`src/rtl/v3n_queue.sv`:
```
// ----------------------------------------------------------------------------
// v3n_queue
// small fifo between front and back parts
// ----------------------------------------------------------------------------
module v3n_queue #(
	parameter int W = 8,
	parameter int DEPTH = 4
) (
	input  logic         clk,
	input  logic         arst_n,
	input  logic         wr_en,
	input  logic [W-1:0] wr_data,
	input  logic         rd_en,
	output logic [W-1:0] rd_data,
	output logic         not_empty,
	output logic [$clog2(DEPTH+1)-1:0] count
);
	localparam int AW = $clog2(DEPTH);
	localparam int NW = $clog2(DEPTH + 1);
	logic [W-1:0]  mem_q [DEPTH];
	logic [AW-1:0] wp_q, rp_q;
	logic [NW-1:0] cnt_q;

	always_ff @(posedge clk or negedge arst_n) begin
		if (!arst_n) begin
			wp_q <= '0;
			rp_q <= '0;
			cnt_q <= '0;
		end else begin
			if (wr_en) wp_q <= (wp_q == AW'(DEPTH - 1)) ? '0 : wp_q + AW'(1);
			if (rd_en) rp_q <= (rp_q == AW'(DEPTH - 1)) ? '0 : rp_q + AW'(1);
			cnt_q <= cnt_q + NW'(wr_en) - NW'(rd_en);
		end
	end

	always_ff @(posedge clk) begin
		if (wr_en) mem_q[wp_q] <= wr_data;
	end

	assign rd_data   = mem_q[rp_q];
	assign not_empty = cnt_q != '0;
	assign count     = cnt_q;
endmodule

```
`config.mk`:
```
export PLATFORM = sky130hd
export DESIGN_NAME = v3n_queue
export DESIGN_NICKNAME = d
export VERILOG_FILES = /design/src/rtl/v3n_queue.sv
export SDC_FILE = /design/constraint.sdc
export NUM_CORES = 1
export LEC_CHECK = 0
export ABC_CLOCK_PERIOD_IN_PS = 1700
export BUFFER_PORTS_ARGS = -buffer_cell sky130_fd_sc_hd__buf_2
export CELL_PAD_IN_SITES_DETAIL_PLACEMENT = 1
export CELL_PAD_IN_SITES_GLOBAL_PLACEMENT = 1
export CORE_UTILIZATION = 42
export CTS_CLUSTER_DIAMETER = 60
export CTS_CLUSTER_SIZE = 25
export DETAILED_ROUTE_END_ITERATION = 10
export HOLD_SLACK_MARGIN = 0.1
export PLACE_DENSITY_LB_ADDON = 0.1
export SLEW_MARGIN = 0
export SYNTH_ARGS = -nofsm -noshare
export SYNTH_HDL_FRONTEND = slang
export SYNTH_SLANG_ARGS = --single-unit
```
`constraint.sdc`:
```
create_clock -name clk -period 1.7 [get_ports clk]
set_clock_uncertainty 0.1 [all_clocks]
set_input_delay 0.34 -clock clk [delete_from_list [all_inputs] [get_ports clk]]
set_output_delay 0.34 -clock clk [all_outputs]
set_load 0.01 [all_outputs]
```
==> results.toml <==
[status]
outcome = "finished with violations"
failing_checks = "setup timing"

[clock_tree]
clkLatencyLatePin_ps = 280
cts_htree_levels = 2
ctsRootBufferMaster = "clkbuf_8"
cts_tree = "done"
cts_num_sinks = 39
register_clock_pin_slew_on_the_reported_worst_setup_and_hold_paths_ps = 70
clock_path_buffers = 2
cts_made_buffers = 5

[sta]
timing_max_transition_violations_final = 0
timing.max_slew.rel_slack = 0.7163
report.final.hold_viol_count = 0
grt_setup_unrepaired = "yes"
worst_pin_slew_ps = 425.6
totalNegativeSetupSlack_ps = -1466
report.final.setup_viol = 9
final.period_utilization = 1.114
max_clock_freq_mhz = 528.0
period_needed_ps = 1894
final.setup.worst_slack_ps = -194.1

[cells_and_area]
layout.core_utilization = 0.5627
finalNetCount = 135
layout.filler_cells = 329
num_antenna_cells = 0
post_route_cells_drive_above_1_share = 0.4741
register_cell_area_after_layout_um2 = 1137
layoutNonFillerInstCount = 162
multiInputGateArea_um2 = 420.4
layout-area-overhead-vs-synth_pct = 24.14

[worst_setup_path]
timing.critical_path.to = "rd_data[5]"
critical_path.cell_chain = "buf_6, mux4_2, buf_6"
reg2reg_from = "count[0]"
worst_ep_required_time_ps = 1260
worstRegToRegCells = 8
crit-reg2reg-capture = "count[2]"
worst_path_most_repeated_cell = "buf_6"
worstSetupStartpointType = "flip-flop"
worstSetupStartpoint = "rp_q[0]"
crit_path_end_kind = "primary output"
worst-endpoint-arrival_ps = 1450
worst_path_max_delay_cell = "mux4_2"
reg2reg_setup_slack_ps = -40
worstSetupPathType = "reg -> out"
path_max_fanout = 5
worst_path_largest_cell_delay_ps = 520

[routing]
routed_via_density = 4.920
wire_per_inst_um = 16.10
drc = 0
num_vias = 797
drtPass1Iterations = 3
dr.first_iter.drc_count = 19
routed_wl_mm = 2.609
final_antenna_net_count = 0

[power]
switching_share = 0.3001
power_density_over_the_cells_nw_per_um2 = 1628
power.leakage_nw = 0.7407
p_seq_frac = 0.446
clkPwrFrac = 0.179
switching_power_mw = 0.9464
total_power_mw = 3.154
pwr-share-comb = 0.375
vdd_drop_max_mv = 0.7263
internal_power_mw = 2.207

[synthesis]
post_synth_num_cell_types = 16
synth_enable_flop_cells = 32
post_synth_instance_area_um2 = 1560
netlist.top_cell.by_area = "edfxtp_1"
synth_seq_area_share = 0.7281
synth_area_leaders = "edfxtp_1 62%, mux4_2 12%, dfrtp_1 11%"
synth_ff_type = "edfxtp_1"
synth_warnings = 0
synthDominantCellAreaShare = 0.6159
synth-seq-cells = 39
async_reset_ff_frac = 0.1795
synth.top_cells.by_count = "32 x edfxtp_1, 8 x mux4_2, 7 x dfrtp_1, 7 x ha_1, 6 x inv_1"
mappedNetlistNets = 97
syn_inst = 77
post-synth-top-count-cell = "edfxtp_1"
syn_area_per_cell_um2 = 20.26

[floorplan]
die_area_um2 = 3963
coreArea_um2 = 3442
core.rowCount = 21
ioPinCount = 24
initial_core_util = 0.4533
die-height_um = 62.95
fp.dieW_um = 62.95

[global_route]
grt_first_pass_wirelength_mm = 4.146
groute.usage.overall = 0.1487
globalRouteOverflowTotal = 0
grt_max_degree = 12
grt_antenna_before_repair = 0
first_global_vias = 851

[hold_path]
worstHoldPathCells = 1
worst_hold_path_type = "in -> reg"

[job]
cap_violations = 0

[place]
dp_hpwl_mm = 1.786
preCtsSetupSlack_ps = -153.6
port_buffers = 23
gp_congestion = 0.6278
dpl.cell_count = 151
==> power groups by stage <==
| stage | clock network (mW) | registers, mW | logic (mW) |
|---|---|---|---|
| 6_report | 0.564 | 1.41 | 1.18 |
| 5_1_grt | 0.620 | 1.44 | 1.29 |
| 3_5_place_dp | 0 | 1.42 | 1.02 |
| 4_1_cts | 0.584 | 1.41 | 1.14 |
| 3_3_place_gp | 0 | 1.41 | 0.972 |
| 2_1_floorplan | 0 | 1.37 | 0.682 |
==> cell families after synthesis <==
group                      synth area share
and+or+nand+nor                     0.03047
xor gates and xnor gates            0.01123
adders and majority gates           0.06896
muxes                                0.1299
AOI/OAI and AO/OA                  0.006416
buffers and inverters               0.02486
DFF                                  0.7281
==> worst max-delay path, delay by kind of cell (launching register included) <==
kind	cells	cell delay, ps
flip-flops	1	370
buffers and inverters	2	290
multiplexers	1	520
==> cells in the final DEF, fill, tap and decap left out, types with 2 or more instances in the layout <==
cell | netlist | layout
and2_1 | 4 | 4
buf_2 | 1 | 20
buf_4 | 0 | 7
buf_6 | 1 | 5
clkbuf_8 | 0 | 5
clkinv_1 | 0 | 2
dfrtp_1 | 7 | 6
edfxtp_1 | 32 | 32
ha_1 | 7 | 5
ha_4 | 0 | 2
inv_1 | 6 | 3
inv_2 | 0 | 3
mux2_2 | 2 | 2
mux4_2 | 8 | 8
o21ai_0 | 2 | 2
==> registers in the layout, indices dropped and copies added (netlist names) <==
name and count:
count 3, mem_q 32, rp_q 2, wp_q 2
==> metal layers <==
layer / vias up / global-route usage / wire, µm
met3: 6 / 0.04927 / 92
met1: 402 / 0.1636 / 1023
met5: - / 0 / 0
met2: 21 / 0.2608 / 1449
met4: 0 / 0.06105 / 42
li1: 368 / - / -
==> what timing repair did <==
item	4_1_cts	5_1_grt
hold buffers	1	0
setup buffers	2	0
gates resized for setup	6	7
endpoints found under the setup margin	9	11
pin swaps	2	3
endpoints found under the hold margin	7	0
==> how the worst min path moves through the flow <==
stage / startpoint / to / slack, ps
2_1_floorplan: arst_n / count[0] / -60
3_3_place_gp: arst_n / count[2] / 80
3_5_place_dp: arst_n / count[1] / 80
4_1_cts: wr_data[0] / mem_q[0][0] / 160
5_1_grt: wr_data[3] / mem_q[0][3] / 170
6_report: wr_data[7] / mem_q[1][7] / 170
==> final cells by class <==
type | instances | area share
clock buffer | 6 | 0.03747
clock inverter | 2 | 0.003876
inverter | 6 | 0.01163
multi-input combinational | 30 | 0.2171
sequential | 39 | 0.5872
tap | 46 | 0.02972
timing repair buffer | 33 | 0.1130
==> through the flow <==
stage | instance area [µm²] | hold WS (ps)
3_5_place_dp | 1772 | 83.33
5_1_grt | 1937 | 165.6
3_3_place_gp | 1772 | 84.68
2_1_floorplan | 1563 | -55.59
4_1_cts | 1906 | 164.8
6_report | 1937 | 172.4
No activity file was read; power rests on OpenSTA's default activity.
